`config.mk`:
```
export PLATFORM = sky130hd
export DESIGN_NAME = ascii_hex_card_id_line_parser_top_flat
export DESIGN_NICKNAME = d
export VERILOG_FILES = /design/src/rtl/core/ahcid_pkg.sv /design/src/rtl/core/ahcid_if.sv /design/src/rtl/core/ascii_hex_card_id_line_parser_top.sv /design/src/rtl/core/ahcid_char_class.sv /design/src/rtl/core/ahcid_line_core.sv /design/src/flat_wrapper.sv
export SDC_FILE = /design/constraint.sdc
export NUM_CORES = 1
export LEC_CHECK = 0
export ABC_AREA = 1
export BUFFER_PORTS_ARGS = -buffer_cell sky130_fd_sc_hd__buf_2
export CAP_MARGIN = 20
export CORE_ASPECT_RATIO = 1.25
export CORE_UTILIZATION = 55
export DETAILED_ROUTE_END_ITERATION = 16
export MAX_ROUTING_LAYER = met4
export PLACE_DENSITY = 0.75
export SLEW_MARGIN = 0
export SYNTH_ARGS = -nofsm -noshare
export SYNTH_HDL_FRONTEND = slang
export SYNTH_HIERARCHICAL = 1
export SYNTH_SLANG_ARGS = --single-unit
```
`constraint.sdc`:
```
create_clock -name clk -period 4.3 [get_ports clk]
set_input_delay 0.645 -clock clk [delete_from_list [all_inputs] [get_ports clk]]
set_output_delay 0.645 -clock clk [all_outputs]
set_load 0.02 [all_outputs]
```
`src/rtl/core/ahcid_pkg.sv`:
```
package ahcid_pkg;

	localparam int LINE_MAX_DEF = 64;
	localparam int ID_BYTES_DEF = 5;

	localparam int CNT_W = 7;
	localparam logic [CNT_W-1:0] CNT_MAX = '1;
	localparam logic [CNT_W-1:0] LEN_FLOOR = 7'd8;
	localparam logic [CNT_W-1:0] MIN_DIGITS_RST = 7'd8;
	localparam logic [CNT_W-1:0] TEN_DIGITS = 7'd10;

	localparam logic [7:0] CHAR_CR = 8'h0D;
	localparam logic [7:0] CHAR_LF = 8'h0A;
	localparam logic [7:0] PRINT_LO = 8'h20;
	localparam logic [7:0] PRINT_HI = 8'h7E;
	localparam logic [7:0] CHAR_0 = 8'h30;
	localparam logic [7:0] CHAR_9 = 8'h39;
	localparam logic [7:0] CHAR_UA = 8'h41;
	localparam logic [7:0] CHAR_UF = 8'h46;
	localparam logic [7:0] CHAR_LA = 8'h61;
	localparam logic [7:0] CHAR_LF_HEX = 8'h66;

	typedef struct packed {
		logic       is_eol;
		logic       is_print;
		logic       is_hex;
		logic [3:0] nibble;
	} char_class_t;

endpackage

```
`src/rtl/core/ahcid_if.sv`:
```
interface ahcid_rx_if;
	logic       valid;
	logic       ready;
	logic [7:0] char_in;

	modport source (output valid, output char_in, input ready);
	modport sink (input valid, input char_in, output ready);
endinterface

interface ahcid_id_if #(
	parameter int ID_BYTES = 5
);
	logic                  valid;
	logic                  ready;
	logic [8*ID_BYTES-1:0] card_id;
	logic [6:0]            digit_count;
	logic                  is_ten_digit;

	modport source (output valid, output card_id, output digit_count, output is_ten_digit,
		input ready);
	modport sink (input valid, input card_id, input digit_count, input is_ten_digit,
		output ready);
endinterface

```
`src/rtl/core/ascii_hex_card_id_line_parser_top.sv`:
```
// ASCII hex card ID line parser.
// rx_chan carries one received byte per item (valid/ready). Printable bytes
// are collected per line; CR or LF closes the line. A line of at least 8
// printable characters holding at least min_digits hex digits updates the
// kept card ID and sends one item on id_chan: the ID (first byte on top),
// the digit count and a ten-digit flag. Other line ends only clear the line.
// min_digits is loaded through cfg_we/cfg_wdata; the user must load it only
// while the block is idle; the block does not enforce this. A line-end byte
// waits in the input register before its result is registered in the output
// register. Throughput: one byte per cycle, set by the single registered pass
// from the input register through the line state into the output register,
// which lets a new byte be taken while a result waits; when the receiver
// stalls, bytes that produce no result keep flowing, and a line end stalls in
// the input register until the waiting result is taken. Reset clears the line
// counters, the kept ID and both registers, and loads min_digits with 8.
module ascii_hex_card_id_line_parser_top #(
	parameter int LINE_MAX = ahcid_pkg::LINE_MAX_DEF,
	parameter int ID_BYTES = ahcid_pkg::ID_BYTES_DEF
) (
	input  logic                        clk,
	input  logic                        arst_n,
	ahcid_rx_if.sink                    rx_chan,
	ahcid_id_if.source                  id_chan,
	input  logic                        cfg_we,
	input  logic [ahcid_pkg::CNT_W-1:0] cfg_wdata
);
	import ahcid_pkg::*;

	logic                  valid_s1;
	logic [7:0]            char_s1;
	logic [CNT_W-1:0]      min_digits_q;
	logic                  out_valid_q;
	logic [8*ID_BYTES-1:0] card_id_q;
	logic [CNT_W-1:0]      digit_count_q;
	logic                  is_ten_q;

	char_class_t           cls;
	logic                  hit;
	logic                  advance;
	logic [8*ID_BYTES-1:0] res_id;
	logic [CNT_W-1:0]      res_count;
	logic                  res_ten;

	ahcid_char_class u_class (
		.char_in (char_s1),
		.cls     (cls)
	);

	ahcid_line_core #(
		.LINE_MAX (LINE_MAX),
		.ID_BYTES (ID_BYTES)
	) u_core (
		.clk          (clk),
		.arst_n       (arst_n),
		.step         (advance),
		.cls          (cls),
		.min_digits   (min_digits_q),
		.hit          (hit),
		.card_id      (res_id),
		.digit_count  (res_count),
		.is_ten_digit (res_ten)
	);

	assign advance = valid_s1 && !(hit && out_valid_q && !id_chan.ready);
	assign rx_chan.ready = !valid_s1 || advance;

	assign id_chan.valid        = out_valid_q;
	assign id_chan.card_id      = card_id_q;
	assign id_chan.digit_count  = digit_count_q;
	assign id_chan.is_ten_digit = is_ten_q;

	always_ff @(posedge clk or negedge arst_n) begin
		if (!arst_n) begin
			min_digits_q <= MIN_DIGITS_RST;
		end else if (cfg_we) begin
			min_digits_q <= cfg_wdata;
		end
	end

	always_ff @(posedge clk or negedge arst_n) begin
		if (!arst_n) begin
			valid_s1 <= 1'b0;
		end else if (rx_chan.valid && rx_chan.ready) begin
			valid_s1 <= 1'b1;
		end else if (advance) begin
			valid_s1 <= 1'b0;
		end
	end

	always_ff @(posedge clk) begin
		if (rx_chan.valid && rx_chan.ready) begin
			char_s1 <= rx_chan.char_in;
		end
	end

	always_ff @(posedge clk or negedge arst_n) begin
		if (!arst_n) begin
			out_valid_q <= 1'b0;
		end else if (advance && hit) begin
			out_valid_q <= 1'b1;
		end else if (id_chan.ready) begin
			out_valid_q <= 1'b0;
		end
	end

	always_ff @(posedge clk) begin
		if (advance && hit) begin
			card_id_q     <= res_id;
			digit_count_q <= res_count;
			is_ten_q      <= res_ten;
		end
	end

endmodule

```
`src/rtl/core/ahcid_char_class.sv`:
```
module ahcid_char_class (
	input  logic [7:0]            char_in,
	output ahcid_pkg::char_class_t cls
);
	import ahcid_pkg::*;

	logic [7:0] nib_full;

	always_comb begin
		cls.is_eol   = (char_in == CHAR_CR) || (char_in == CHAR_LF);
		cls.is_print = char_in inside {[PRINT_LO:PRINT_HI]};
		cls.is_hex   = 1'b0;
		nib_full     = '0;
		if (char_in inside {[CHAR_0:CHAR_9]}) begin
			cls.is_hex = 1'b1;
			nib_full   = char_in - CHAR_0;
		end else if (char_in inside {[CHAR_UA:CHAR_UF]}) begin
			cls.is_hex = 1'b1;
			nib_full   = char_in - CHAR_UA + 8'd10;
		end else if (char_in inside {[CHAR_LA:CHAR_LF_HEX]}) begin
			cls.is_hex = 1'b1;
			nib_full   = char_in - CHAR_LA + 8'd10;
		end
		cls.nibble = nib_full[3:0];
	end

endmodule

```
`src/rtl/core/ahcid_line_core.sv`:
```
module ahcid_line_core #(
	parameter int LINE_MAX = ahcid_pkg::LINE_MAX_DEF,
	parameter int ID_BYTES = ahcid_pkg::ID_BYTES_DEF
) (
	input  logic                        clk,
	input  logic                        arst_n,
	input  logic                        step,
	input  ahcid_pkg::char_class_t      cls,
	input  logic [ahcid_pkg::CNT_W-1:0] min_digits,
	output logic                        hit,
	output logic [8*ID_BYTES-1:0]       card_id,
	output logic [ahcid_pkg::CNT_W-1:0] digit_count,
	output logic                        is_ten_digit
);
	import ahcid_pkg::*;

	localparam int NIBBLES = 2 * ID_BYTES;
	localparam int ID_W = 8 * ID_BYTES;

	logic [CNT_W-1:0] line_chars_q;
	logic [CNT_W-1:0] hex_count_q;
	logic [ID_W-1:0]  line_nibbles_q;
	logic [ID_W-1:0]  kept_id_q;

	logic [CNT_W-1:0] pairs;
	logic [ID_W-1:0]  id_next;
	logic [ID_W-1:0]  nib_next;
	logic             room;

	assign hit = cls.is_eol && (line_chars_q >= LEN_FLOOR) && (hex_count_q >= min_digits);
	assign pairs = hex_count_q >> 1;
	// line_chars saturates at CNT_MAX, so compare one bit wider for large LINE_MAX
	assign room = {1'b0, line_chars_q} < (CNT_W + 1)'(LINE_MAX);

	always_comb begin
		for (int i = 0; i < ID_BYTES; i++) begin
			if (pairs > CNT_W'(i)) begin
				id_next[8*(ID_BYTES-1-i) +: 8] = line_nibbles_q[8*(ID_BYTES-1-i) +: 8];
			end else begin
				id_next[8*(ID_BYTES-1-i) +: 8] = kept_id_q[8*(ID_BYTES-1-i) +: 8];
			end
		end
	end

	always_comb begin
		nib_next = line_nibbles_q;
		for (int k = 0; k < NIBBLES; k++) begin
			if (hex_count_q == CNT_W'(NIBBLES - 1 - k)) begin
				nib_next[4*k +: 4] = cls.nibble;
			end
		end
	end

	assign card_id      = id_next;
	assign digit_count  = hex_count_q;
	assign is_ten_digit = (hex_count_q == TEN_DIGITS);

	always_ff @(posedge clk or negedge arst_n) begin
		if (!arst_n) begin
			line_chars_q   <= '0;
			hex_count_q    <= '0;
			line_nibbles_q <= '0;
			kept_id_q      <= '0;
		end else if (step) begin
			if (cls.is_eol) begin
				if (hit) begin
					kept_id_q <= id_next;
				end
				line_chars_q   <= '0;
				hex_count_q    <= '0;
				line_nibbles_q <= '0;
			end else if (cls.is_print && room) begin
				if (line_chars_q != CNT_MAX) begin
					line_chars_q <= line_chars_q + 1'b1;
				end
				if (cls.is_hex) begin
					line_nibbles_q <= nib_next;
					if (hex_count_q != CNT_MAX) begin
						hex_count_q <= hex_count_q + 1'b1;
					end
				end
			end
		end
	end

endmodule
```
`src/flat_wrapper.sv`:
```
// flat-port wrapper written by rule: the top's interface ports become plain ports
module ascii_hex_card_id_line_parser_top_flat import ahcid_pkg::*;
#(
	parameter int LINE_MAX = ahcid_pkg::LINE_MAX_DEF,
	parameter int ID_BYTES = ahcid_pkg::ID_BYTES_DEF
)
  (clk, arst_n, cfg_we, cfg_wdata, rx_chan_valid, rx_chan_char_in, rx_chan_ready, id_chan_valid, id_chan_card_id, id_chan_digit_count, id_chan_is_ten_digit, id_chan_ready);
  ahcid_rx_if rx_chan_i ();
  ahcid_id_if #(.ID_BYTES(ID_BYTES)) id_chan_i ();
  input  logic clk;
  input  logic arst_n;
  input  logic cfg_we;
  input  logic [ahcid_pkg::CNT_W-1:0] cfg_wdata;
  input wire logic [$bits(rx_chan_i.valid)-1:0] rx_chan_valid;
  input wire logic [$bits(rx_chan_i.char_in)-1:0] rx_chan_char_in;
  output wire logic [$bits(rx_chan_i.ready)-1:0] rx_chan_ready;
  output wire logic [$bits(id_chan_i.valid)-1:0] id_chan_valid;
  output wire logic [$bits(id_chan_i.card_id)-1:0] id_chan_card_id;
  output wire logic [$bits(id_chan_i.digit_count)-1:0] id_chan_digit_count;
  output wire logic [$bits(id_chan_i.is_ten_digit)-1:0] id_chan_is_ten_digit;
  input wire logic [$bits(id_chan_i.ready)-1:0] id_chan_ready;
  assign rx_chan_i.valid = rx_chan_valid;
  assign rx_chan_i.char_in = rx_chan_char_in;
  assign rx_chan_ready = rx_chan_i.ready;
  assign id_chan_valid = id_chan_i.valid;
  assign id_chan_card_id = id_chan_i.card_id;
  assign id_chan_digit_count = id_chan_i.digit_count;
  assign id_chan_is_ten_digit = id_chan_i.is_ten_digit;
  assign id_chan_i.ready = id_chan_ready;
  ascii_hex_card_id_line_parser_top #(.LINE_MAX(LINE_MAX), .ID_BYTES(ID_BYTES)) u_core (.clk(clk), .arst_n(arst_n), .rx_chan(rx_chan_i), .id_chan(id_chan_i), .cfg_we(cfg_we), .cfg_wdata(cfg_wdata));
endmodule
```
==> out/qor.yml, run 1 <==
status: "finished clean"
floorplan.io_pins: 70
synthArstFlopShare_pct: 64.78
first_global_vias: 5680
static-leakage-power_uw: 0.004649
power_frac_seq_pct: 45.8
cts-root-to-sink-buffers: 2
antenna_found_initial: 0
holdBufCountCts: 0
rows: 47
timing.hold.ws_ns: 0.1447
starting_density_of_the_core_pct: 56.55
grt_max_degree: 83
max_clock_freq_ghz: 0.2969
ys_dominant_reg_cell: "dfrtp_1"
per_cell_via_count_in_the_routed_design: 5.436
worst_setup_hold_path_clk_slew_ns: 0.06
power.share.combinational_pct: 8.9
syn_nets: 854
total_clock_buffers_created_by_cts: 17
layout_worst_path_cycle_share_pct: 78.33
nets: 915
numPlacedInstances: 1029
final_antenna_violating_net_count: 0
core_area_um2: 13290
synthDistinctLibCells: 38
final_layout_size_suffix_gt1_share_pct: 17.96
endpoint_kind: "flop"
cts_sink_cnt: 159
post_cts.repair.setup_buffers: 0
postRouteWirelength_mm: 16.01
worstReg2RegEnd: "u_core/u_core/line_nibbles_q[8]"
timing_hold_violations_final: 0
p_per_area_nw_per_um2: 422.2
stdcell_count: 1062
die_w_um: 106.6
rr_worst_depth: 13
worst_r2r_src: "u_core/u_core/digit_count[4]"
timing_worst_slew_pin_value_ns: 0.9046
critPathArrivalTime_ns: 3.67
reg2reg_slack_ns: 0.93
vdd_drop_max_uv: 232.6
synth_enable_flop_cells: 56
syn_to_final_growth_pct: 15.25
io_buffers: 69
ctsResizeCount: 0
startpoint_type: "flop"
design.die.area_um2: 14140
ys_seq_elements: 159
clock_power_share_pct: 45.3
syn-cell-area_um2: 7516
power.share.switching_pct: 24.06
grt_setup_unrepaired: "false"
grtUsageTotal_pct: 25.83
detail_route.iter0.violations: 418
timing.final.max_slew_violations: 0
fin_total_pwr_uw: 3657
cts_root_buffer: "clkbuf_16"
vias: 5773
clk-insertion-delay-late_ns: 0.42
worst_clock_skew_ns: 0.006872
totalNegativeSetupSlack_ns: 0
max_slew_margin_pct: 39.47
finalWorstPathRequiredPeriod_ns: 3.368
critPathKind: "reg2reg"
detailedPlacementHpwl_mm: 10.61
post_drt_wl_per_cell_um: 15.08
tritoncts: "yes"
timing.critical_path.to: "u_core/u_core/line_nibbles_q[8]"
antenna_cells_inserted: 0
routabilityCongestion: 0.8763
drc: 0
synthesis.instances: 817
cts-htree-levels: 4
cp_max_fo: 15
overflow: 0
setup_viol_count_final: 0
synthesis.area_per_instance_um2: 9.199
yosys_warnings: 6
fill_cells: 1096
drv_cap: 0
power.net_switching_uw: 880.0
cell_internal_pwr_uw: 2777
first_pass_iters: 5
grt_pass1_wl_mm: 27.41
required_worst_endpoint_ns: 4.60
die_h_um: 132.7
worstHoldPathType: "in2async"
synth-seq-area-share_pct: 56.68
worst_setup_sp: "u_core/u_core/digit_count[4]"
## power by group through the flow
stage / sequential [µW] / combinational [µW] / clock, µW
after floorplan: 1680 / 240 / 0
after global placement: 1700 / 314 / 0
after detailed placement: 1700 / 320 / 0
after CTS: 1670 / 322 / 1680
after global routing: 1680 / 372 / 1760
final: 1670 / 326 / 1660
## logic make-up after synthesis
logic type                 Yosys count  share of synthesized area (%)
and+or+nand+nor                    506                          31.43
xor gates and xnor gates             3                         0.3497
muxes                                1                         0.1332
adders and majority gates           17                          2.830
buffers and inverters               97                          5.777
DFF                                159                          56.68
AOI/OAI and AO/OA                   34                          2.797
## Yosys cell counts (all sizes together) (2+ instances only)
library cell  count  area [µm²]
dfrtp           102        2552
inv              61       231.5
nand3            72       405.4
buf              24       156.4
xnor2             2       17.52
ha               17       212.7
edfxtp           56        1682
o21ai            23       137.6
nand4            70       437.9
nor3              2       21.27
a21oi             6       30.03
nand2           329        1270
nor2             30       181.4
nand3b            2       40.04
a31oi             3       25.02
clkbuf           12       46.29
## cell usage in the layout, fill, tap and decap left out, types with 2 or more instances in the layout
master / count
nor2_1: 21
dfrtp_1: 102
nand4_1: 70
nand2_2: 8
a21oi_1: 6
ha_1: 17
clkbuf_16: 17
o21ai_0: 16
nand3_2: 9
buf_2: 68
nand2_1: 319
nor2_2: 5
edfxtp_1: 56
a31oi_4: 2
nand3_1: 63
inv_2: 9
bufinv_16: 5
nand3b_4: 2
nand2_4: 2
buf_4: 8
clkbuf_8: 2
clkinv_4: 4
nor2_8: 3
inv_1: 51
o21ai_2: 6
xnor2_1: 2
## area by class of cell
type	instances	area, µm²	area share, %
flip-flops and latches	159	4260	49.18
multi-input cells	561	2845	32.85
clock buffers	19	452.9	5.229
repair buffers	78	447.9	5.171
inverters	61	231.5	2.672
well taps	171	214.0	2.470
clock inverters	13	210.2	2.427
## critical path: stages (launching register included)
cell      delay [ns]
dfrtp_1         0.65
ha_1            0.34
nand2_1         0.07
nand2_1         0.04
a21oi_1         0.14
nand2_1         0.11
and2_1          0.20
a31oi_4         0.17
a21boi_2        0.44
nand2_1         0.39
nand2_2         0.35
nand2_1         0.18
nand2_1         0.11
nand2_1         0.06
## routing by layer
metal | vias to the layer above | track usage, % | part of all wire [%]
li1 | 2846 | - | -
met5 | - | - | 0
met3 | 29 | 5.616 | 5.5
met4 | 0 | 10.05 | 2.4
met2 | 191 | 42.21 | 51
met1 | 2707 | 31.31 | 41
## registers in the layout (all words and copies together) (netlist names)
register,cells
u_core/id_chan.is_ten_digit,1
u_core/u_core/kept_id_q,40
u_core/id_chan.valid,1
u_core/u_core/line_chars_q,7
u_core/valid_s1,1
u_core/id_chan.digit_count,7
u_core/u_core/digit_count,7
u_core/char_s1,8
u_core/id_chan.card_id,40
u_core/min_digits_q,7
u_core/u_core/line_nibbles_q,40
## through the flow
stage / worst slack [ns] / utilization [%] / instance area, µm²
global route: 0.6015 / 65.18 / 8662
floorplan: 1.372 / - / 7516
detailed placement: 0.9477 / 59.98 / 7971
global placement: 1.075 / 59.98 / 7971
CTS: 0.9148 / 64.97 / 8635
finish: 0.9318 / 65.18 / 8662
## worst min-delay path by stage
| stage | startpoint | to | slack (ns) | depth (start not counted) |
|---|---|---|---|---|
| 6_report | arst_n | u_core/u_core/kept_id_q[22] | 0.14 | 1 |
| 5_1_grt | arst_n | u_core/u_core/kept_id_q[22] | 0.16 | 1 |
| 4_1_cts | rx_chan_char_in[4] | u_core/char_s1[4] | 0.38 | 1 |
| 3_5_place_dp | u_core/u_core/kept_id_q[24] | u_core/u_core/kept_id_q[24] | 0.46 | 2 |
| 3_3_place_gp | u_core/u_core/kept_id_q[24] | u_core/u_core/kept_id_q[24] | 0.45 | 2 |
| 2_1_floorplan | arst_n | u_core/id_chan.valid | 0.35 | 0 |
Note: power is estimated with default switching activity, not from simulation.
==> inputs of run 2 (changes only) <==
- clock period: 4.3 -> 3.35 ns (I/O delays scaled with it)
==> out/qor.yml, run 2 (same netlist as run 1, synthesis figures left out) <==
layout_worst_path_cycle_share_pct: 91.05
detail_route.iter0.violations: 381  # -8.9%
layout.core_utilization_pct: 65.26  # +0.085 points
rows: 47  # unchanged
cts_sink_cnt: 159  # unchanged
cts_root_buffer: "clkbuf_16"
cts-root-to-sink-buffers: 2  # unchanged
drv_cap: 0  # unchanged
vdd_drop_max_uv: 280.0  # +20%
die_w_um: 106.6  # unchanged
antenna_cells_inserted: 0  # unchanged
grt_max_degree: 60  # -28%
tritoncts: "yes"
critPathKind: "reg2out"
detailedPlacementHpwl_mm: 10.66  # +0.53%
finalWorstPathRequiredPeriod_ns: 3.050
drc: 0  # unchanged
worst_clock_skew_ns: 0.004564  # -0.002308 ns
overflow: 0  # unchanged
static-leakage-power_uw: 0.004669  # +0.42%
ctsResizeCount: 0  # unchanged
most-common-layout-cells: "319 x nand2_1, 102 x dfrtp_1, 70 x nand4_1"
mostFrequentLayoutCell: "nand2_1"
reg2reg_slack_ns: 0.37  # -0.56 ns
worstHoldPathType: "in2async"
first_pass_iters: 5  # unchanged
critPathArrivalTime_ns: 2.55  # -1.12 ns
timing.final.max_slew_violations: 0  # unchanged
required_worst_endpoint_ns: 2.85  # -1.75 ns
per_cell_via_count_in_the_routed_design: 5.490  # +1.0%
die_h_um: 132.7  # unchanged
floorplan.io_pins: 70  # unchanged
startpoint_type: "flop"
status: "finished clean"
p_per_area_nw_per_um2: 524.2  # +24%
worstReg2RegEnd: "u_core/u_core/line_nibbles_q[0]"
rr_worst_depth: 15  # +2
max_slew_margin_pct: 36.60  # -2.9 points
grt_pass1_wl_mm: 27.14  # -1.0%
grtUsageTotal_pct: 25.59  # -0.24 points
final_antenna_violating_net_count: 0  # unchanged
starting_density_of_the_core_pct: 56.55  # unchanged
placed_area_um2: 8059  # +1.1%
worst_setup_hold_path_clk_slew_ns: 0.06  # about the same
endpoint_kind: "primary output"
design.die.area_um2: 14140  # unchanged
cp_max_fo: 15  # unchanged
totalNegativeSetupSlack_ns: 0  # unchanged
worst_r2r_src: "u_core/char_s1[1]"
total_clock_buffers_created_by_cts: 17  # unchanged
fin_area_um2: 8673  # +0.13%
holdBufCountCts: 0  # unchanged
cts-htree-levels: 4  # unchanged
final_layout_size_suffix_gt1_share_pct: 18.89  # +0.93 points
timing_hold_violations_final: 0  # unchanged
first_global_vias: 5640  # -0.70%
postRouteWirelength_mm: 16.19  # +1.1%
core_area_um2: 13290  # unchanged
timing_worst_slew_pin_value_ns: 0.9475  # +0.04295 ns
post_cts.repair.setup_buffers: 0  # unchanged
syn_to_final_growth_pct: 15.40
nets: 924  # +0.98%
setup_viol_count_final: 0  # unchanged
grt_setup_unrepaired: "false"
routabilityCongestion: 0.8411  # -4.0%
max_clock_freq_ghz: 0.3278
io_buffers: 69  # unchanged
post_drt_wl_per_cell_um: 15.11  # +0.24%
vias: 5880  # +1.9%
clk-insertion-delay-late_ns: 0.43  # about the same
antenna_found_initial: 0  # unchanged
==> run 2: worst max-delay path by stage <==
stage / slack (ns) / to / cells past startpoint / from
6_report: 0.30 / rx_chan_ready / 9 / u_core/char_s1[1]
5_1_grt: 0.11 / u_core/u_core/line_nibbles_q[0] / 15 / u_core/char_s1[1]
4_1_cts: 0.14 / rx_chan_ready / 9 / u_core/char_s1[1]
3_5_place_dp: 0.33 / u_core/u_core/line_nibbles_q[0] / 15 / u_core/char_s1[1]
3_3_place_gp: 0.41 / u_core/u_core/line_nibbles_q[2] / 15 / u_core/char_s1[0]
2_1_floorplan: 0.42 / u_core/id_chan.card_id[0] / 10 / u_core/char_s1[1]
==> run 2: metrics by stage <==
stage | hold slack (ns) | instances | setup WS (ns) | total power, µW
after detailed placement | 0.4572 | 1039 | 0.3315 | 2619
final | 0.1444 | 1071 | 0.2997 | 4547
after CTS | 0.1704 | 1071 | 0.1361 | 4574
after global routing | 0.2152 | 1071 | 0.1056 | 4733
after global placement | 0.4537 | 1039 | 0.4082 | 2612
after floorplan | 0.2069 | 817 | 0.4225 | 2465
==> run 2: power by group <==
part / internal, µW / total (µW) / switching, µW
clock: 1210 / 1960 / 746
sequential: 2080 / 2140 / 59.5
combinational: 136 / 454 / 319
==> run 2: metal layers <==
metal | up-vias | global-route usage (%) | part of all wire (%)
met2 | 180 | 40.69 | 50
met4 | 0 | 11.57 | 2.5
met5 | - | - | 0
met1 | 2797 | 31.53 | 42
met3 | 36 | 5.271 | 5.1
li1 | 2867 | - | -
==> run 2: critical path, cell delays in order, from the launching register on <==
cell      delay [ns]
edfxtp_1        0.46
inv_1           0.14
ha_1            0.21
mux2i_1         0.10
nor2_2          0.25
inv_4           0.16
a31oi_4         0.17
and2_1          0.25
nand4_1         0.19
buf_2           0.21
==> run 2: layout make-up <==
| type | instances | area, µm² |
|---|---|---|
| timing repair buffer | 87 | 508.0 |
| fill | 1111 | 4617 |
| multi-input combinational | 561 | 2848 |
| clock buffer | 22 | 505.5 |
| sequential | 159 | 4260 |
| clock inverter | 10 | 106.4 |
| inverter | 61 | 231.5 |
| tap | 171 | 214.0 |
==> inputs of run 3 (changes only) <==
- GPL_ROUTABILITY_DRIVEN: unset -> 0
- RECOVER_POWER: unset -> 100
==> out/qor.yml, run 3 (same netlist as run 1, synthesis figures left out) <==
status: "finished, violations left"
failed_checks: "capacitance limit, slew limit"
finalWorstPathRequiredPeriod_ns: 3.065  # +0.01484 ns
required_worst_endpoint_ns: 2.85  # about the same
cts-root-to-sink-buffers: 2  # unchanged
detail_route.iter0.violations: 409  # +7.3%
per_cell_via_count_in_the_routed_design: 5.470  # -0.37%
worstHoldPathType: "in2reg"
fill_cells: 1139  # +2.5%
starting_density_of_the_core_pct: 56.55  # unchanged
grt_setup_unrepaired: "false"
timing_worst_slew_pin_value_ns: 1.509  # +0.5617 ns
die_h_um: 132.7  # unchanged
drc: 0  # unchanged
endpoint_kind: "primary output"
antenna_cells_inserted: 0  # unchanged
ctsResizeCount: 0  # unchanged
most-common-layout-cells: "325 x nand2_1, 102 x dfrtp_1, 70 x nand4_1"
vdd_drop_max_uv: 280.1  # about the same
worst_clock_skew_ns: 0.005659  # +0.001096 ns
vias: 5858  # -0.37%
totalNegativeSetupSlack_ns: 0  # unchanged
first_pass_iters: 5  # unchanged
die_w_um: 106.6  # unchanged
mostFrequentLayoutCell: "nand2_1"
timing_hold_violations_final: 0  # unchanged
grt_pass1_wl_mm: 27.14  # unchanged
detailedPlacementHpwl_mm: 10.66  # unchanged
postRouteWirelength_mm: 16.24  # +0.33%
max_slew_margin_pct: -0.6145  # -37 points
startpoint_type: "flop"
cts-htree-levels: 4  # unchanged
post_cts.repair.setup_buffers: 0  # unchanged
floorplan.io_pins: 70  # unchanged
drv_cap: 2  # +2
final_antenna_violating_net_count: 0  # unchanged
total_clock_buffers_created_by_cts: 17  # unchanged
layout_worst_path_cycle_share_pct: 91.50  # +0.44 points
crit_path_cell_trace: "inv_1, ha_1, mux2i_1, nor2_2, inv_4, a31oi_4, and2_1, nand4_1, clkbuf_1"
fin_total_pwr_uw: 4532  # -0.32%
first_global_vias: 5640  # unchanged
post_drt_wl_per_cell_um: 15.16  # +0.33%
seq_area_um2: 4260  # unchanged
cts_root_buffer: "clkbuf_16"
nets: 924  # unchanged
crit_path_top_delay_cell: "edfxtp_1"
p_per_area_nw_per_um2: 532.6  # +1.6%
setup_viol_count_final: 0  # unchanged
antenna_found_initial: 0  # unchanged
multi_input_comb_area_um2: 2788  # -2.1%
final_layout_size_suffix_gt1_share_pct: 10.78  # -8.1 points
rows: 47  # unchanged
worstHoldPathCells: 1
max_clock_freq_ghz: 0.3263  # -0.48%
io_buffers: 69  # unchanged
holdBufCountCts: 0  # unchanged
rr_worst_depth: 7  # -8
worst_setup_hold_path_clk_slew_ns: 0.06  # about the same
critical_path_max_stage_delay_ns: 0.46  # about the same
critPathArrivalTime_ns: 2.56  # about the same
clk-insertion-delay-late_ns: 0.43  # about the same
static-leakage-power_uw: 0.004413  # -5.5%
critPathKind: "reg2out"
overflow: 0  # unchanged
design.die.area_um2: 14140  # unchanged
tritoncts: "yes"
timing.final.max_slew_violations: 60  # +60
cp_max_fo: 15  # unchanged
core_area_um2: 13290  # unchanged
syn_to_final_growth_pct: 13.22
grt_max_degree: 60  # unchanged
grtUsageTotal_pct: 25.59  # unchanged
cts_sink_cnt: 159  # unchanged
timing.hold.ws_ns: 0.2432  # +0.09876 ns
==> run 3: changes by cell type in the layout (fill, tap and decap cells not counted), sizes merged <==
cell	change
buf	-61
clkbuf	+60
dlymetal6s4s	+1
==> run 3: layer usage <==
metal  GRT usage, %  vias to the layer above  share of wire [%]  routed length, µm
met5              -                        -                  0                  0
met4          11.57                        0                2.4                383
met3          5.271                       33                5.3                868
met2          40.69                      187                 51               8209
met1          31.53                     2779                 42               6776
li1               -                     2859                  -                  -
==> run 3: area by class of cell <==
cell class,count,share of cell area [%]
sequential,159,50.07
clock buffer,22,5.940
inverter,61,2.720
multi-input combinational,561,32.76
tap,171,2.514
timing repair buffer,87,4.749
clock inverter,10,1.250
==> run 3: path summary, 6_finish.rpt <==
check | start | end | slack, ns
worst max-delay path | u_core/char_s1[1] | rx_chan_ready | 0.28
worst min-delay path | rx_chan_char_in[1] | u_core/char_s1[1] | 0.24
worst max register to register | u_core/u_core/digit_count[4] | u_core/u_core/line_nibbles_q[8] | 0.32
worst min register to register | u_core/u_core/line_nibbles_q[16] | u_core/u_core/line_nibbles_q[16] | 0.47
max in group asynchronous | arst_n | u_core/u_core/kept_id_q[5] | 0.69
min in group asynchronous | arst_n | u_core/u_core/kept_id_q[18] | 0.43
==> run 3: stage by stage <==
step,cell area (µm²),cells,util [%],worst slack (ns)
global route,8509,1071,64.03,0.06530
floorplan,7516,817,-,0.4225
finish,8509,1071,64.03,0.2849
global placement,8059,1039,60.64,0.4082
CTS,8671,1071,65.24,0.1361
detailed placement,8059,1039,60.64,0.3315
==> run 3: power by group <==
part / leakage [µW] / total [µW] / switching [µW] / internal (µW)
registers: 0.00203 / 2140 / 58.8 / 2080
clock network: 0.000296 / 1960 / 747 / 1210
logic: 0.00208 / 439 / 314 / 125
total: 0.00441 / 4530 / 1120 / 3410
==> run 3: worst max-delay path: cells and delay by family (launching register included) <==
family | cells | cell delay, ns
DFF | 1 | 0.46
muxes | 1 | 0.10
AOI/OAI and AO/OA | 1 | 0.17
buffers and inverters | 3 | 0.50
and+or+nand+nor | 3 | 0.69
adders and majority gates | 1 | 0.21
